===== config.mk =====
export PLATFORM = sky130hd
export DESIGN_NAME = accel_step_and_activity_tracker_top_flat
export DESIGN_NICKNAME = d
export VERILOG_FILES = /design/src/design/ast_pkg.sv /design/src/design/ast_in_if.sv /design/src/design/ast_out_if.sv /design/src/design/accel_step_and_activity_tracker_top.sv /design/src/flat_wrapper.sv
export SDC_FILE = /design/constraint.sdc
export NUM_CORES = 1
export LEC_CHECK = 0
export CORE_AREA = 10 10 183 185
export DETAILED_ROUTE_END_ITERATION = 12
export DIE_AREA = 0 0 193 195
export DONT_BUFFER_PORTS = 1
export HOLD_SLACK_MARGIN = 0.02
export PLACE_DENSITY = 0.73
export SYNTH_ARGS = -nofsm -noshare
export SYNTH_HDL_FRONTEND = slang
export SYNTH_SLANG_ARGS = --single-unit
export TNS_END_PERCENT = 10

===== constraint.sdc =====
create_clock -name i_clk -period 6.9 [get_ports i_clk]
set_clock_uncertainty 0.05 [all_clocks]
set_input_delay 0.345 -clock i_clk [delete_from_list [all_inputs] [get_ports i_clk]]
set_output_delay 0.345 -clock i_clk [all_outputs]
set_load 0.01 [all_outputs]

===== src/design/ast_pkg.sv =====
package ast_pkg;

    // sequencer states
    typedef enum logic [1:0] {
        ST_IDLE,
        ST_AXIS,
        ST_DIV,
        ST_DONE
    } t_state;

    // operation codes of an input word
    localparam logic OP_SAMPLE = 1'b0;
    localparam logic OP_READ   = 1'b1;

    // stored class codes per axis
    localparam logic [1:0] CLS_ZERO = 2'b00;
    localparam logic [1:0] CLS_POS  = 2'b01;
    localparam logic [1:0] CLS_NEG  = 2'b11;

    localparam int          NUM_AXES   = 3;
    localparam int          AXIS_W     = 2;
    localparam int          RAW_W      = 16;
    localparam int          THR_W      = 9;
    localparam logic [8:0]  THR_RESET  = 9'd20;
    localparam int          ACC_W      = 32;
    localparam int          DIV_CNT_W  = 5;
    localparam int          INTENS_W   = 8;
    localparam int          STEPS_W    = 16;

endpackage


===== src/design/ast_in_if.sv =====
interface ast_in_if;
    logic        valid;
    logic        ready;
    logic        op;
    logic [15:0] x_raw;
    logic [15:0] y_raw;
    logic [15:0] z_raw;

    modport source (output valid, output op, output x_raw, output y_raw, output z_raw,
                    input ready);
    modport sink   (input valid, input op, input x_raw, input y_raw, input z_raw,
                    output ready);
endinterface


===== src/design/ast_out_if.sv =====
interface ast_out_if;
    logic        valid;
    logic        ready;
    logic [7:0]  intensity;
    logic [15:0] steps;

    modport source (output valid, output intensity, output steps, input ready);
    modport sink   (input valid, input intensity, input steps, output ready);
endinterface


===== src/design/accel_step_and_activity_tracker_top.sv =====
// Step and activity tracker for three-axis accelerometer words.
// Input channel i_in carries op plus three signed 16-bit raw axis words.
// op sample: the words are shifted right by SHIFT, the absolute change per
//   axis is added to a saturating sum, and each axis is classed against
//   +/- step threshold; a new nonzero class on any axis counts one step.
//   No word comes out. One shared subtract/compare unit handles one axis a
//   cycle, so a sample is accepted and then runs three axis steps.
// op read: one word goes out on o_out with intensity = sum / sample count
//   (saturated to 255, 0 when no samples) and the step count; sum, count and
//   steps are cleared. The mean comes from a 32-bit restoring divider, one
//   quotient bit a cycle: a read is accepted, runs 32 divide steps, then loads
//   the output word, waiting if the previous output word is not yet taken.
// i_in.ready is high only while the sequencer is idle; one word at a time.
// The output word sits in a register: while the receiver stalls, new samples
// are still accepted, and a following read waits in its last step.
// i_cfg_we / i_cfg_wdata write the 9-bit step threshold; write only while idle.
// Synchronous active-low reset: threshold 20, all history, sums, counters and
// classes cleared, no output word pending.
module accel_step_and_activity_tracker_top #(
    parameter int SHIFT = 6
) (
    input  logic                        i_clk,
    input  logic                        i_rst_n,
    input  logic                        i_cfg_we,
    input  logic [ast_pkg::THR_W-1:0]   i_cfg_wdata,
    ast_in_if.sink                      i_in,
    ast_out_if.source                   o_out
);

    localparam int VW = ast_pkg::RAW_W - SHIFT;

    ast_pkg::t_state r_state, n_state;

    logic [ast_pkg::THR_W-1:0]     r_thr;
    logic [VW-1:0]                 r_prev [ast_pkg::NUM_AXES];
    logic [VW-1:0]                 n_prev [ast_pkg::NUM_AXES];
    logic [1:0]                    r_cls  [ast_pkg::NUM_AXES];
    logic [1:0]                    n_cls  [ast_pkg::NUM_AXES];
    logic [ast_pkg::ACC_W-1:0]     r_sum, n_sum;
    logic [ast_pkg::ACC_W-1:0]     r_count, n_count;
    logic [ast_pkg::STEPS_W-1:0]   r_steps, n_steps;
    logic                          r_step_seen, n_step_seen;
    logic [ast_pkg::AXIS_W-1:0]    r_axis, n_axis;
    logic [ast_pkg::RAW_W-1:0]     r_raw  [ast_pkg::NUM_AXES];
    logic [ast_pkg::RAW_W-1:0]     n_raw  [ast_pkg::NUM_AXES];

    // divider state
    logic [ast_pkg::ACC_W-1:0]     r_quo, n_quo;
    logic [ast_pkg::ACC_W-1:0]     r_rem, n_rem;
    logic [ast_pkg::ACC_W-1:0]     r_div, n_div;
    logic [ast_pkg::DIV_CNT_W-1:0] r_div_cnt, n_div_cnt;
    logic [ast_pkg::STEPS_W-1:0]   r_steps_hold, n_steps_hold;

    // output word
    logic                          r_out_valid, n_out_valid;
    logic [ast_pkg::INTENS_W-1:0]  r_intensity, n_intensity;
    logic [ast_pkg::STEPS_W-1:0]   r_out_steps, n_out_steps;

    // shared axis unit signals
    logic [ast_pkg::RAW_W-1:0]     w_raw_sel;
    logic signed [ast_pkg::RAW_W-1:0] w_shifted;
    logic signed [VW-1:0]          w_v;
    logic signed [VW-1:0]          w_p;
    logic signed [VW:0]            w_diff;
    logic [VW:0]                   w_abs;
    logic [ast_pkg::ACC_W:0]       w_sum_add;
    logic signed [16:0]            w_v_ext;
    logic signed [16:0]            w_thr_pos;
    logic signed [16:0]            w_thr_neg;
    logic [1:0]                    w_cls_new;
    logic                          w_step_axis;
    logic [ast_pkg::ACC_W:0]       w_count_add;

    // divider step signals
    logic [ast_pkg::ACC_W:0]       w_rem_shift;
    logic [ast_pkg::ACC_W+1:0]     w_rem_sub;

    logic                          w_in_acc;

    assign w_in_acc    = i_in.valid & i_in.ready;
    assign i_in.ready  = (r_state == ast_pkg::ST_IDLE);
    assign o_out.valid = r_out_valid;
    assign o_out.intensity = r_intensity;
    assign o_out.steps     = r_out_steps;

    // shared axis unit: shift, absolute change, class
    always_comb begin
        case (r_axis)
            2'd0:    w_raw_sel = r_raw[0];
            2'd1:    w_raw_sel = r_raw[1];
            default: w_raw_sel = r_raw[2];
        endcase
        w_shifted   = $signed(w_raw_sel) >>> SHIFT;
        w_v         = w_shifted[VW-1:0];
        case (r_axis)
            2'd0:    w_p = r_prev[0];
            2'd1:    w_p = r_prev[1];
            default: w_p = r_prev[2];
        endcase
        w_diff      = $signed({w_p[VW-1], w_p}) - $signed({w_v[VW-1], w_v});
        w_abs       = w_diff[VW] ? (VW+1)'(-w_diff) : w_diff;
        w_sum_add   = {1'b0, r_sum} + (ast_pkg::ACC_W+1)'(w_abs);
        w_v_ext     = 17'(w_v);
        w_thr_pos   = $signed({8'd0, r_thr});
        w_thr_neg   = -w_thr_pos;
        if (w_v_ext < w_thr_neg) begin
            w_cls_new = ast_pkg::CLS_NEG;
        end else if (w_v_ext > w_thr_pos) begin
            w_cls_new = ast_pkg::CLS_POS;
        end else begin
            w_cls_new = ast_pkg::CLS_ZERO;
        end
        case (r_axis)
            2'd0:    w_step_axis = (w_cls_new != ast_pkg::CLS_ZERO) && (w_cls_new != r_cls[0]);
            2'd1:    w_step_axis = (w_cls_new != ast_pkg::CLS_ZERO) && (w_cls_new != r_cls[1]);
            default: w_step_axis = (w_cls_new != ast_pkg::CLS_ZERO) && (w_cls_new != r_cls[2]);
        endcase
        w_count_add = {1'b0, r_count} + (ast_pkg::ACC_W+1)'(1);
    end

    // restoring divider step
    always_comb begin
        w_rem_shift = {r_rem, r_quo[ast_pkg::ACC_W-1]};
        w_rem_sub   = {1'b0, w_rem_shift} - {2'b00, r_div};
    end

    // next state and datapath
    always_comb begin
        n_state      = r_state;
        n_prev       = r_prev;
        n_cls        = r_cls;
        n_sum        = r_sum;
        n_count      = r_count;
        n_steps      = r_steps;
        n_step_seen  = r_step_seen;
        n_axis       = r_axis;
        n_raw        = r_raw;
        n_quo        = r_quo;
        n_rem        = r_rem;
        n_div        = r_div;
        n_div_cnt    = r_div_cnt;
        n_steps_hold = r_steps_hold;
        n_out_valid  = r_out_valid & ~o_out.ready;
        n_intensity  = r_intensity;
        n_out_steps  = r_out_steps;

        case (r_state)
            ast_pkg::ST_IDLE: begin
                if (w_in_acc) begin
                    if (i_in.op == ast_pkg::OP_READ) begin
                        n_quo        = r_sum;
                        n_rem        = '0;
                        n_div        = r_count;
                        n_div_cnt    = '0;
                        n_steps_hold = r_steps;
                        n_sum        = '0;
                        n_count      = '0;
                        n_steps      = '0;
                        n_state      = ast_pkg::ST_DIV;
                    end else begin
                        n_raw[0]    = i_in.x_raw;
                        n_raw[1]    = i_in.y_raw;
                        n_raw[2]    = i_in.z_raw;
                        n_axis      = '0;
                        n_step_seen = 1'b0;
                        n_state     = ast_pkg::ST_AXIS;
                    end
                end
            end
            ast_pkg::ST_AXIS: begin
                n_sum = w_sum_add[ast_pkg::ACC_W] ? '1 : w_sum_add[ast_pkg::ACC_W-1:0];
                case (r_axis)
                    2'd0: begin
                        n_prev[0] = w_v;
                        if (w_step_axis) begin
                            n_cls[0] = w_cls_new;
                        end
                    end
                    2'd1: begin
                        n_prev[1] = w_v;
                        if (w_step_axis) begin
                            n_cls[1] = w_cls_new;
                        end
                    end
                    default: begin
                        n_prev[2] = w_v;
                        if (w_step_axis) begin
                            n_cls[2] = w_cls_new;
                        end
                    end
                endcase
                n_step_seen = r_step_seen | w_step_axis;
                if (r_axis == 2'd2) begin
                    n_count = w_count_add[ast_pkg::ACC_W] ? '1
                                                          : w_count_add[ast_pkg::ACC_W-1:0];
                    if ((r_step_seen | w_step_axis) && (r_steps != '1)) begin
                        n_steps = r_steps + 1'b1;
                    end
                    n_state = ast_pkg::ST_IDLE;
                end else begin
                    n_axis = r_axis + 1'b1;
                end
            end
            ast_pkg::ST_DIV: begin
                if (w_rem_sub[ast_pkg::ACC_W+1]) begin
                    n_rem = w_rem_shift[ast_pkg::ACC_W-1:0];
                    n_quo = {r_quo[ast_pkg::ACC_W-2:0], 1'b0};
                end else begin
                    n_rem = w_rem_sub[ast_pkg::ACC_W-1:0];
                    n_quo = {r_quo[ast_pkg::ACC_W-2:0], 1'b1};
                end
                n_div_cnt = r_div_cnt + 1'b1;
                if (r_div_cnt == '1) begin
                    n_state = ast_pkg::ST_DONE;
                end
            end
            ast_pkg::ST_DONE: begin
                // wait until the output register is free
                if (!r_out_valid || o_out.ready) begin
                    n_out_valid = 1'b1;
                    n_out_steps = r_steps_hold;
                    if (r_div == '0) begin
                        n_intensity = '0;
                    end else if (r_quo[ast_pkg::ACC_W-1:ast_pkg::INTENS_W] != '0) begin
                        n_intensity = '1;
                    end else begin
                        n_intensity = r_quo[ast_pkg::INTENS_W-1:0];
                    end
                    n_state = ast_pkg::ST_IDLE;
                end
            end
            default: begin
                n_state = ast_pkg::ST_IDLE;
            end
        endcase
    end

    // state register
    always_ff @(posedge i_clk) begin
        if (!i_rst_n) begin
            r_state <= ast_pkg::ST_IDLE;
        end else begin
            r_state <= n_state;
        end
    end

    // control and tracking state
    always_ff @(posedge i_clk) begin
        if (!i_rst_n) begin
            r_thr       <= ast_pkg::THR_RESET;
            for (int i = 0; i < ast_pkg::NUM_AXES; i++) begin
                r_prev[i] <= '0;
                r_cls[i]  <= ast_pkg::CLS_ZERO;
            end
            r_sum       <= '0;
            r_count     <= '0;
            r_steps     <= '0;
            r_step_seen <= 1'b0;
            r_axis      <= '0;
            r_div_cnt   <= '0;
            r_out_valid <= 1'b0;
        end else begin
            if (i_cfg_we) begin
                r_thr <= i_cfg_wdata;
            end
            r_prev      <= n_prev;
            r_cls       <= n_cls;
            r_sum       <= n_sum;
            r_count     <= n_count;
            r_steps     <= n_steps;
            r_step_seen <= n_step_seen;
            r_axis      <= n_axis;
            r_div_cnt   <= n_div_cnt;
            r_out_valid <= n_out_valid;
        end
    end

    // payload registers
    always_ff @(posedge i_clk) begin
        r_raw        <= n_raw;
        r_quo        <= n_quo;
        r_rem        <= n_rem;
        r_div        <= n_div;
        r_steps_hold <= n_steps_hold;
        r_intensity  <= n_intensity;
        r_out_steps  <= n_out_steps;
    end

endmodule

===== src/flat_wrapper.sv =====
// flat-port wrapper written by rule: the top's interface ports become plain ports
module accel_step_and_activity_tracker_top_flat 
#(
    parameter int SHIFT = 6
)
  (i_clk, i_rst_n, i_cfg_we, i_cfg_wdata, i_in_valid, i_in_op, i_in_x_raw, i_in_y_raw, i_in_z_raw, i_in_ready, o_out_valid, o_out_intensity, o_out_steps, o_out_ready);
  ast_in_if i_in_i ();
  ast_out_if o_out_i ();
  input  logic i_clk;
  input  logic i_rst_n;
  input  logic i_cfg_we;
  input  logic [ast_pkg::THR_W-1:0] i_cfg_wdata;
  input wire logic [$bits(i_in_i.valid)-1:0] i_in_valid;
  input wire logic [$bits(i_in_i.op)-1:0] i_in_op;
  input wire logic [$bits(i_in_i.x_raw)-1:0] i_in_x_raw;
  input wire logic [$bits(i_in_i.y_raw)-1:0] i_in_y_raw;
  input wire logic [$bits(i_in_i.z_raw)-1:0] i_in_z_raw;
  output wire logic [$bits(i_in_i.ready)-1:0] i_in_ready;
  output wire logic [$bits(o_out_i.valid)-1:0] o_out_valid;
  output wire logic [$bits(o_out_i.intensity)-1:0] o_out_intensity;
  output wire logic [$bits(o_out_i.steps)-1:0] o_out_steps;
  input wire logic [$bits(o_out_i.ready)-1:0] o_out_ready;
  assign i_in_i.valid = i_in_valid;
  assign i_in_i.op = i_in_op;
  assign i_in_i.x_raw = i_in_x_raw;
  assign i_in_i.y_raw = i_in_y_raw;
  assign i_in_i.z_raw = i_in_z_raw;
  assign i_in_ready = i_in_i.ready;
  assign o_out_valid = o_out_i.valid;
  assign o_out_intensity = o_out_i.intensity;
  assign o_out_steps = o_out_i.steps;
  assign o_out_i.ready = o_out_ready;
  accel_step_and_activity_tracker_top #(.SHIFT(SHIFT)) u_core (.i_clk(i_clk), .i_rst_n(i_rst_n), .i_cfg_we(i_cfg_we), .i_cfg_wdata(i_cfg_wdata), .i_in(i_in_i), .o_out(o_out_i));
endmodule

* Yosys cells after proc, flatten, opt, wreduce, memory -nomap -nowiden *
Index checks and enable logic that the tools add are counted.

cells by class
  bitwise operators = 6
  order comparisons = 2
  add/subtract/negate cells = 9
  reductions and logical operators = 30
  muxes and demuxes = 43
  equal/unequal tests = 18

operators with widths
  cell                                           number
  two-way mux 32 bit                             8
  case mux 32 bit (2 select lines)               4
  two-way mux 16 bit                             4
  case mux 16 bit (2 select lines)               2
  subtractor 33 x 32 -> 34 bit                   1
  adder 32 x 1 -> 33 bit, second input constant  1
  adder 32 x 11 -> 33 bit                        1
  zero test 32 bit                               1
  AND reduction 3 bit                            8
  nonzero test 24 bit                            1
  case mux 10 bit (2 select lines)               1
  two-way mux 2 bit                              9
  < comparator 10 x 17 -> 1 bit                  1
  negator 9 -> 17 bit                            1
  adder 16 x 1 -> 16 bit, second input constant  1
  inequality test 16 bit, second input constant  1
  AND reduction 4 bit                            3
  two-way mux 11 bit                             1
  negator 11 bit                                 1
  subtractor 10 x 10 -> 11 bit                   1
  greater-than comparator 10 bit                 1
  two-way mux 5 bit                              2
  case mux 5 bit (2 select lines)                1
  two-way mux 8 bit                              1
  other kinds (23)                               52

word-level totals
  input port bits = 63
  flip-flop bits (word level) = 320
  logic and storage cells = 132
  output and inout port bits = 26

* Depth between registers and ports, before layout *
Gate-level depths: netlist of the first run.

  word-level depth = 13
  gate-level depth with buffers = 31
  depth with buffers taken out = 27

* Worst setup path before layout of the first run *
Ideal clock, no wire load.

  path kind = register to register
  start = register u_core.r_axis[1] in the netlist's numbering
  end = register u_core.r_sum[14] in the netlist's numbering
  setup slack = 0.556 ns
  arrival time = 6.207 ns
  library setup time = 0.087 ns
  buffers on the path = 5
  period minus slack after synthesis = 6.344 ns
  cell stages (with the launch flop) = 32
  data required time = 6.763 ns
  cell sequence = dfxtp_1 inv_1 ha_1 buf_4 nor2_1 buf_2 buf_1 a21oi_1 ha_1 fa_1 nor3_1 a211oi_1 o31ai_1 a21oi_1 nor2b_1 o21a_1 o41a_1 buf_2 nor2_1 a21o_1 fa_1 nor2b_1 o21a_1 o21ai_0 a21oi_1 o21ai_0 a21oi_1 o211ai_1 nor3_1 clkbuf_1 o21ai_0 o31ai_1

on the way
  longest elaborated chain between the ends = 8
  elaborated cells between the ends (all ways) = 10
  those cells by class = 3 x add/sub; 1 x eq/ne; 5 x mux; 1 x reduce/logical

RTL lines
  item                                                                                  line                                                                                  text
  from (decl)                                                                           accel_step_and_activity_tracker_top.sv:43                                             logic [ast_pkg::AXIS_W-1:0] r_axis, n_axis;
  from (signal assigned)                                                                accel_step_and_activity_tracker_top.sv:272                                            r_axis <= n_axis;
  == test 2 x 1 -> 1 bit or zero test 2 bit (tied branches)                             accel_step_and_activity_tracker_top.sv:88, accel_step_and_activity_tracker_top.sv:95
  case mux 10 bit (2 select lines) or case mux 16 bit (2 select lines) (tied branches)  accel_step_and_activity_tracker_top.sv:95, accel_step_and_activity_tracker_top.sv:88
  subtractor 10 x 10 -> 11 bit *                                                        accel_step_and_activity_tracker_top.sv:100                                            w_diff = $signed({w_p[VW-1], w_p}) - $signed({w_v[VW-1], w_v});
  negator 11 bit                                                                        accel_step_and_activity_tracker_top.sv:101                                            w_abs = w_diff[VW] ? (VW+1)'(-w_diff) : w_diff;
  two-way mux 11 bit *                                                                  accel_step_and_activity_tracker_top.sv:101
  adder 32 x 11 -> 33 bit *                                                             accel_step_and_activity_tracker_top.sv:102                                            w_sum_add = {1'b0, r_sum} + (ast_pkg::ACC_W+1)'(w_abs);
  two-way mux 32 bit *                                                                  accel_step_and_activity_tracker_top.sv:171                                            n_sum = w_sum_add[ast_pkg::ACC_W] ? '1 : w_sum_add[ast_pkg::ACC_W-1:0];
  case mux 32 bit (2 select lines) *                                                    accel_step_and_activity_tracker_top.sv:147                                            case (r_state)
  to (signal assigned)                                                                  accel_step_and_activity_tracker_top.sv:268                                            r_sum <= n_sum;
  to (decl)                                                                             accel_step_and_activity_tracker_top.sv:39                                             logic [ast_pkg::ACC_W-1:0] r_sum, n_sum;

Every way passes the cells marked *; elsewhere a longest branch is shown, timed or not.
A chain may end at the register's enable or synchronous reset.

* Worst setup path in the final report of the first run *
  start = register u_core.r_axis[0] in the netlist's numbering
  end = register u_core.r_sum[7] in the netlist's numbering

on the way
  longest elaborated chain between the ends = 8
  elaborated cells between the ends (all ways) = 10
  those cells by class = 3 x add/sub; 1 x eq/ne; 5 x mux; 1 x reduce/logical

RTL lines
  item                                                       line                                        text
  == test 2 x 1 -> 1 bit or zero test 2 bit (tied branches)  accel_step_and_activity_tracker_top.sv:88   case (r_axis)
  case mux 16 bit (2 select lines) *                         accel_step_and_activity_tracker_top.sv:88
  net u_core.w_raw_sel, one bit                              accel_step_and_activity_tracker_top.sv:60   logic [ast_pkg::RAW_W-1:0] w_raw_sel;
  subtractor 10 x 10 -> 11 bit *                             accel_step_and_activity_tracker_top.sv:100
  negator 11 bit                                             accel_step_and_activity_tracker_top.sv:101
  two-way mux 11 bit *                                       accel_step_and_activity_tracker_top.sv:101
  adder 32 x 11 -> 33 bit *                                  accel_step_and_activity_tracker_top.sv:102
  two-way mux 32 bit *                                       accel_step_and_activity_tracker_top.sv:171
  case mux 32 bit (2 select lines) *                         accel_step_and_activity_tracker_top.sv:147

Mark *: on every way through the listed nets, which the timed path passes. The rest lies on a longest branch.

==> results.tsv, run 1 <==
metric	value	unit
status	finished, final reports clean	
clock root buffer	clkbuf_16	
crit start category	register	
min-delay src	i_rst_n	
core region area	30000	µm²
clock latency on the worst-skew pair	0.52	ns
Cell Area, Placed	16500	µm²
CTS tree	done	
# Post-CTS Setup Buffers	0	
Max Slew Vio Count	0	
Max-Slew Margin vs Limit	27.4	%
Leak	0.00709	µW
pre-CTS setup slack	0.485	ns
Inserted Clock Buffers	34	
Non-Filler Instances	2219	
most common flop cell mapped by yosys	edfxtp_1	
yosys warns	0	
crit path kind	register to register	
fin crit share	92.0	%
die width	193	µm
CP Capture Type	register	
Reg2Reg Launch Point	u_core.r_axis[0]	
post-synth top area share	30.9	%
Net count, final	1945	
Netlist cell types	69	
syn_area_per_cell	9.13	µm²
layout cell share with drive strength beyond 1	5.93	%
post-route DRC violation count	0	
grt met3 use	3.12	%
first drt pass iteration count	5	
Post-synth EDFFs	166	
final hold violations	0	
area of the mapped netlist	16100	µm²
cell with the most instances after synthesis	nand2_1	
Layout area overhead	12.7	%
crit-path max FO	28	
Die Span Y	195	µm
GR Layer Usage met2	33.1	%
Initial Util	53.7	%
overall routing resource usage	20.0	%
Min Clock Period, post-route	6.35	ns
worst min path class	input port to register	
slew at the pin closest to its max-slew limit	1.09	ns
setup violators final	0	
Hold Slack	0.113	ns
overall via count from detail_route	12961	
initial antenna violation count	0	
register area share after synthesis	47.8	%
GR peak layer	met2	
largest area contributor in the netlist	edfxtp_1	
WL per Instance	17.1	µm
Placer Congestion	0.874	
Synth Net Count	1917	
crit path max-delay cell type	o211ai_1	
Layout Cell Area excl Fill	18200	µm²
Post-Syn Instances	1768	
GRT overflow	0	
Worst-path clk slew	0.06	ns
pin count of the biggest net entering global routing	93	
Synth top cells by count	255 x nand2_1, 167 x nor2_1, 166 x edfxtp_1	
Final Worst Setup Slack	0.549	ns
CP dominant cell by count	a21oi_1	
number of global-route vias before repair	12803	
antenna viol nets, final	0	
IO Pins	89	
row count	64	
GR Util met1	26.0	%
FF+latch count, synth	302	
detailed placement HPWL	25300	µm
clk buf depth	3	
CTS sink cnt	302	
CTS H-tree depth	2	
Max Cap Viol	0	
Max VDD drop	239	µV
DIE AREA	37600	µm²
Pwr Density	269	nW/µm²
CP startpoint	u_core.r_axis[0]	
first-pass GRT wire length	63300	µm
IO Port Bufs	0	
Post-synth ARST share	0	%
overall routed net length	37900	µm
Worst path max stage delay	0.49	ns
RSZ-0062 raised after global routing	no	
Vias/cell	5.84	
initial DRC count	1113	
WP data arrival	6.69	ns
placed cells	2113	
maximum clock rate	0.157	GHz
CP required	7.24	ns
top post-synthesis cells by area	edfxtp_1 31%, dfxtp_1 17%, ha_1 6.4%, nand2_1 5.9%, a21oi_1 4.5%	
Setup TNS	0	ns
==> routing by layer <==
metal | wire length, µm | up-vias | part of all wire (%)
li1 | - | 6405 | -
met1 | 17100 | 6148 | 45
met2 | 18000 | 343 | 48
met3 | 1900 | 65 | 5.0
met4 | 889 | 0 | 2.3
met5 | 0 | - | 0
==> placed cells by master, fill, tap and decap left out, types with 35 or more instances in the layout <==
| cell type | Yosys | layout |
|---|---|---|
| dlygate4sd3_1 | 0 | 43 |
| a211oi_1 | 39 | 39 |
| nand2_1 | 255 | 253 |
| nor2_1 | 167 | 166 |
| a21oi_1 | 145 | 145 |
| edfxtp_1 | 166 | 166 |
| dfxtp_1 | 136 | 136 |
| nand3_1 | 40 | 40 |
| o21ai_0 | 126 | 125 |
| clkbuf_16 | 0 | 35 |
| ha_1 | 83 | 82 |
| inv_1 | 99 | 98 |
| xnor2_1 | 46 | 46 |
==> critical path: cells and delay by family (launching register included) <==
kind / cells / cell delay (ns)
compound gates: 15 / 2.96
flops: 1 / 0.35
fa+ha+maj: 4 / 1.30
simple gates: 5 / 0.69
buf+inv: 5 / 0.72
xor+xnor: 1 / 0.13
==> timing repair <==
item / CTS / global route
resized for setup: 0 / 3
endpoints found under the hold margin: 48 / 0
setup endpoints to repair: 0 / 28
hold buffers: 43 / 0
==> layout make-up <==
| class | count | area, µm² |
|---|---|---|
| clock inverter | 23 | 310 |
| sequential | 302 | 7710 |
| multi-input combinational | 1290 | 7770 |
| tap | 396 | 495 |
| timing repair buffer | 68 | 622 |
| fill | 2461 | 11800 |
| antenna | 1 | 2.50 |
| inverter | 100 | 375 |
| clock buffer | 39 | 901 |
==> where the power goes <==
group          switching (µW)  leakage, µW  internal [µW]
Sequential               63.5      0.00266           2020
Clock                     756     0.000588           1180
Combinational             527      0.00384            352
Total                    1350      0.00709           3550
==> registers in the layout (all words and copies together), names as in the netlist, 8 cells and up <==
signal	count
u_core.r_count	32
u_core.r_prev	30
u_core.r_sum	32
u_core.r_quo	32
u_core.r_thr	9
u_core.r_steps	16
u_core.r_div	32
u_core.o_out.intensity	8
u_core.r_rem	32
u_core.o_out.steps	16
u_core.r_raw	30
u_core.r_steps_hold	16
==> path summary, 6_finish.rpt <==
path                                               end  slack, ns  depth (start not counted)
worst max-delay path                   u_core.r_sum[7]       0.55                         30
worst max register to register         u_core.r_sum[7]       0.55                         30
worst min-delay path                  u_core.r_sum[30]       0.11                          2
worst min register to register  u_core.o_out.steps[13]       0.37                          0
==> logic make-up (layout without fill, tap and decap cells) <==
logic type,Yosys count,after routing,share of synthesized area [%]
adders and majority gates,87,87,6.87
muxes,20,20,1.25
other,0,1,0
buffers and inverters,176,230,4.27
xor gates and xnor gates,61,61,3.31
AOI/OAI and AO/OA,470,470,18.2
DFF,302,302,47.8
and+or+nand+nor,652,652,18.3
==> through the flow <==
stage	utilization (%)	total power, µW
after CTS	60.5	4900
final	60.6	4890
after floorplan	-	2770
after detailed placement	55.0	2960
after global placement	55.0	2930
after global routing	60.5	5110
Note: power is estimated with default switching activity, not from simulation.
==> inputs of run 2 (changes only) <==
Settings changed: CORE_AREA 10 10 183 185 to 10 10 243 245, DIE_AREA 0 0 193 195 to 0 0 253 255, PLACE_DENSITY 0.73 to 0.46, REMOVE_ABC_BUFFERS from default to 1.
==> run 2 against run 1 <==
Effect of this change: power rose by 0.14%; core utilization decreased by 26 points; clock-buffer cell count grew 22; fmax grew 3.5%; combinational power increased by 1%; sequential power about the same; cell count grew 14%; setup slack gained 0.22 ns; sequential share of layout area fell by 0.94 points; hold slack worse by 0.0068 ns; critical path depth down 3; via count fell by 1.3%; critical path type unchanged; critical endpoint unchanged.
==> results.tsv, run 2 (synthesized netlist as in run 1, its figures left out) <==
metric	value	unit
first drt pass iteration count	5	
fin crit share	88.9	%
Pwr Density	264	nW/µm²
Placer Congestion	0.775	
Net count, final	1952	
pin count of the biggest net entering global routing	76	
post-route DRC violation count	0	
Switch Pwr	1370	µW
Cell Area, Placed	17000	µm²
Critical R2R Capture	u_core.r_sum[7]	
Leak	0.00712	µW
CTS sink cnt	302	
Total Power	4900	µW
WL per Instance	16.9	µm
detailed placement HPWL	29100	µm
WHS Endpoint	u_core.r_sum[30]	
CTS tree	done	
worst min path class	input port to register	
die width	253	µm
Initial Util	29.6	%
IO Pins	89	
core region area	54400	µm²
GRT overflow	0	
CP Capture Type	register	
Reg2Reg Launch Point	u_core.r_axis[0]	
Worst-path clk slew	0.06	ns
crit start category	register	
overall routing resource usage	13.1	%
initial antenna violation count	0	
Max VDD drop	200	µV
initial DRC count	699	
overall via count from detail_route	12795	
min-delay src	i_rst_n	
Die Span Y	255	µm
Hold Slack	0.106	ns
Non-Filler Instances	2535	
register-to-register setup slack	0.76	ns
status	finished, final reports clean	
Pint	3530	µW
first-pass GRT wire length	67600	µm
Filler Cell Count	5578	
placed cells	2425	
Max Cap Viol	0	
commonest non-fill, non-tap cell in the layout	nand2_1	
WP data arrival	6.53	ns
crit path kind	register to register	
hold depth	2	
antenna viol nets, final	0	
setup violators final	0	
Min Clock Period, post-route	6.14	ns
Layout Cell Area excl Fill	18600	µm²
overall routed net length	42700	µm
most frequent cells in the layout	253 x nand2_1, 166 x edfxtp_1, 165 x nor2_1	
RSZ-0062 raised after global routing	no	
DIE AREA	64500	µm²
CTS H-tree depth	2	
clock latency on the worst-skew pair	0.55	ns
maximum clock rate	0.163	GHz
Logic pwr share	18.1	%
number of global-route vias before repair	12405	
row count	86	
Net Sw Frac	28.0	%
Max Slew Vio Count	0	
clock network fraction of total power	39.4	%
IO Port Bufs	0	
Inserted Clock Buffers	37	
clk buf depth	3	
Diodes inserted	0	
R2R cell count	27	
# resized after CTS	0	
# Post-CTS Setup Buffers	0	
final hold violations	0	
crit-path max FO	28	
Max-Slew Margin vs Limit	17.2	%
clock root buffer	clkbuf_16	
Layout area overhead	15.2	%
CP required	7.29	ns
Reg power frac	42.4	%
Vias/cell	5.05	
slew at the pin closest to its max-slew limit	1.23	ns
layout cell share with drive strength beyond 1	6.12	%
-- run 2: repair_timing --
item | in CTS | in global routing
endpoints found under the setup margin | 0 | 0
hold buffers | 43 | 0
hold endpoints to repair | 46 | 0
-- run 2: final cells by class --
| type | count | area (µm²) | area share [%] |
|---|---|---|---|
| multi-input combinational | 1290 | 7770 | 41.8 |
| sequential | 302 | 7710 | 41.4 |
| clock buffer | 61 | 1170 | 6.29 |
| tap | 704 | 881 | 4.74 |
| timing repair buffer | 72 | 648 | 3.49 |
| inverter | 100 | 375 | 2.02 |
| clock inverter | 6 | 40.0 | 0.215 |
-- run 2: worst max path at each step --
stage | cells after the start | to | slack, ns | startpoint
2_1_floorplan | 27 | u_core.r_sum[21] | -0.42 | u_core.r_axis[0]
3_3_place_gp | 28 | u_core.r_sum[7] | 0.91 | u_core.r_axis[0]
3_5_place_dp | 27 | u_core.r_sum[7] | 0.79 | u_core.r_axis[0]
4_1_cts | 27 | u_core.r_sum[7] | 0.77 | u_core.r_axis[0]
5_1_grt | 25 | u_core.r_sum[21] | 0.22 | u_core.r_axis[0]
6_report | 27 | u_core.r_sum[7] | 0.76 | u_core.r_axis[0]
-- run 2: critical path, cell delays in order (launching register included) --
cell	delay [ns]
dfxtp_1	0.34
inv_1	0.09
ha_1	0.38
a22oi_1	0.41
and2_1	0.21
inv_1	0.07
fa_1	0.49
nor3_1	0.22
a211oi_1	0.09
o31ai_1	0.38
a21oi_1	0.12
nor2b_1	0.18
o21a_1	0.15
o41a_1	0.27
buf_4	0.19
nor2_1	0.05
xnor2_1	0.12
ha_1	0.33
o21a_1	0.20
o21ai_0	0.27
a21oi_1	0.11
o21ai_0	0.24
a21oi_1	0.14
o211ai_1	0.27
nor3_2	0.06
buf_4	0.24
o21bai_1	0.19
a22o_1	0.17
-- run 2: power groups by stage --
stage                     Clock (µW)  Combinational, µW  Sequential (µW)
after floorplan                    0                662             2100
after CTS                       1990                897             2080
final                           1930                889             2080
after detailed placement           0                868             2120
after global placement             0                860             2120
after global routing            2060               1010             2090
-- run 2: per-stage QoR --
step                TNS, ns  worst slack, ns  util (%)
finish                    0            0.764      34.2
global route              0            0.218      34.2
CTS                       0            0.774      34.2
detailed placement        0            0.793      31.1
global placement          0            0.908      31.1
floorplan             -8.51           -0.418         -
-- run 2: per-layer routing --
layer / vias up / track usage (%) / share of wire [%]
met4: 0 / 4.39 / 2.5
met1: 6074 / 16.7 / 46
li1: 6418 / - / -
met2: 245 / 21.8 / 47
met5: - / 0 / 0
met3: 58 / 2.47 / 4.7
==> inputs of run 3 (changes only) <==
Settings changed: CORE_AREA 10 10 243 245 to 10 10 223 268, DIE_AREA 0 0 253 255 to 0 0 233 278.
==> run 3 against run 2 <==
Effect of this change: core utilization is 0.36 points higher; die area is 0.40% higher; clock-buffer cell count is 10 lower; cell count up 0.71%; routed wire length down 1.4%; register-to-register slack got worse by 0.23 ns; global-route usage fell by 0.13 points; largest cell class unchanged; clock power up 10%; cell area rose by 0.85%; sequential power about the same; hold slack lost 0.039 ns.
==> results.tsv, run 3 (synthesized netlist as in run 1, its figures left out) <==
metric	value	unit
status	finished, final reports clean	
crit path max-delay cell type	fa_1	
overall routed net length	42100	µm
GRT overflow	0	
R2R cell count	29	
maximum clock rate	0.157	GHz
CP dominant cell by count	a21oi_1	
initial antenna violation count	0	
worst min path class	input port to register	
initial DRC count	706	
CP required	7.32	ns
Critical R2R Capture	u_core.r_sum[21]	
Vias/cell	4.93	
DIE AREA	64800	µm²
Placer Congestion	0.784	
crit-path max FO	24	
Leak	0.00716	µW
overall via count from detail_route	12578	
clk buf depth	3	
WP data arrival	6.78	ns
Layout area overhead	16.2	%
Worst path max stage delay	0.44	ns
overall routing resource usage	12.9	%
fin crit share	92.3	%
IO Port Bufs	0	
IO Pins	89	
hold depth	3	
final hold violations	0	
number of global-route vias before repair	12561	
Max Cap Viol	0	
Max Slew Vio Count	0	
Die Span Y	278	µm
pin count of the biggest net entering global routing	66	
first drt pass iteration count	5	
detailed placement HPWL	29000	µm
first-pass GRT wire length	67700	µm
CTS tree	done	
die width	233	µm
CP Capture Type	register	
Min Clock Period, post-route	6.37	ns
setup violators final	0	
core region area	54300	µm²
antenna viol nets, final	0	
CTS sink cnt	302	
crit path kind	register to register	
Worst-path clk slew	0.06	ns
most frequent cells in the layout	253 x nand2_1, 166 x nor2_1, 166 x edfxtp_1	
CTS H-tree depth	2	
Hold Slack	0.0669	ns
min-delay src	o_out_ready	
commonest non-fill, non-tap cell in the layout	nand2_1	
Filler Cell Count	5656	
WHS Endpoint	u_core.o_out.valid	
layout cell share with drive strength beyond 1	6.38	%
clock root buffer	clkbuf_16	
Max-Slew Margin vs Limit	20.8	%
Max VDD drop	201	µV
WL per Instance	16.5	µm
crit start category	register	
slew at the pin closest to its max-slew limit	1.18	ns
row count	94	
Initial Util	29.7	%
post-route DRC violation count	0	
Diodes inserted	0	
Pwr Density	272	nW/µm²
final core utilization	34.5	%
clock latency on the worst-skew pair	0.55	ns
Net count, final	1953	
register-to-register setup slack	0.53	ns
RSZ-0062 raised after global routing	no	
Reg2Reg Launch Point	u_core.r_axis[1]	
Inserted Clock Buffers	37	
run 3: timing repair:
item	CTS	global route
resized for setup	0	2
setup endpoints to repair	0	27
endpoints found under the hold margin	46	0
setup buffers	0	3
hold buffers	43	0
run 3: worst max-delay path by stage:
stage                     startpoint          endpoint  slack [ns]  cells past startpoint
finish              u_core.r_axis[1]  u_core.r_sum[21]        0.53                     29
global route        u_core.r_axis[0]  u_core.r_sum[11]        0.06                     29
CTS                 u_core.r_axis[1]  u_core.r_sum[21]        0.40                     29
detailed placement  u_core.r_axis[1]  u_core.r_sum[21]        0.43                     29
global placement    u_core.r_axis[1]  u_core.r_sum[21]        0.53                     29
floorplan           u_core.r_axis[0]  u_core.r_sum[21]       -0.42                     27
run 3: stage by stage:
stage / worst slack (ns) / instance area (µm²) / instances / TNS [ns] / power [µW]
finish: 0.534 / 18800 / 2553 / 0 / 5100
global route: 0.0561 / 18800 / 2553 / 0 / 5380
CTS: 0.401 / 18700 / 2550 / 0 / 5180
detailed placement: 0.430 / 17000 / 2439 / 0 / 2980
global placement: 0.532 / 17000 / 2439 / 0 / 2970
floorplan: -0.418 / 15800 / 1692 / -8.51 / 2760
run 3: routing by layer:
metal | GRT usage (%) | vias up | share of wire, %
li1 | - | 6414 | -
met2 | 23.4 | 166 | 51
met4 | 3.87 | 0 | 2.3
met1 | 15.1 | 5932 | 43
met3 | 2.33 | 66 | 3.1
met5 | 0 | - | 0
run 3: layout make-up:
| type | instances | area, µm² | area share [%] |
|---|---|---|---|
| clock buffer | 51 | 1030 | 5.50 |
| clock inverter | 17 | 299 | 1.59 |
| inverter | 100 | 377 | 2.01 |
| multi-input combinational | 1290 | 7780 | 41.5 |
| sequential | 302 | 7710 | 41.1 |
| tap | 720 | 901 | 4.80 |
| timing repair buffer | 73 | 656 | 3.50 |
run 3: worst max-delay path, delay by kind of cell (launching register included):
| kind | cells | cell delay (ns) |
|---|---|---|
| AOI/OAI and AO/OA | 16 | 2.93 |
| adders and majority gates | 4 | 1.39 |
| buffers and inverters | 4 | 0.86 |
| and+or+nand+nor | 5 | 0.71 |
| DFF | 1 | 0.32 |
run 3: report_power, final:
part,internal [µW],total (µW),switching (µW)
registers,2020,2080,62.5
logic,355,888,533
clock network,1350,2130,783
total,3720,5100,1380
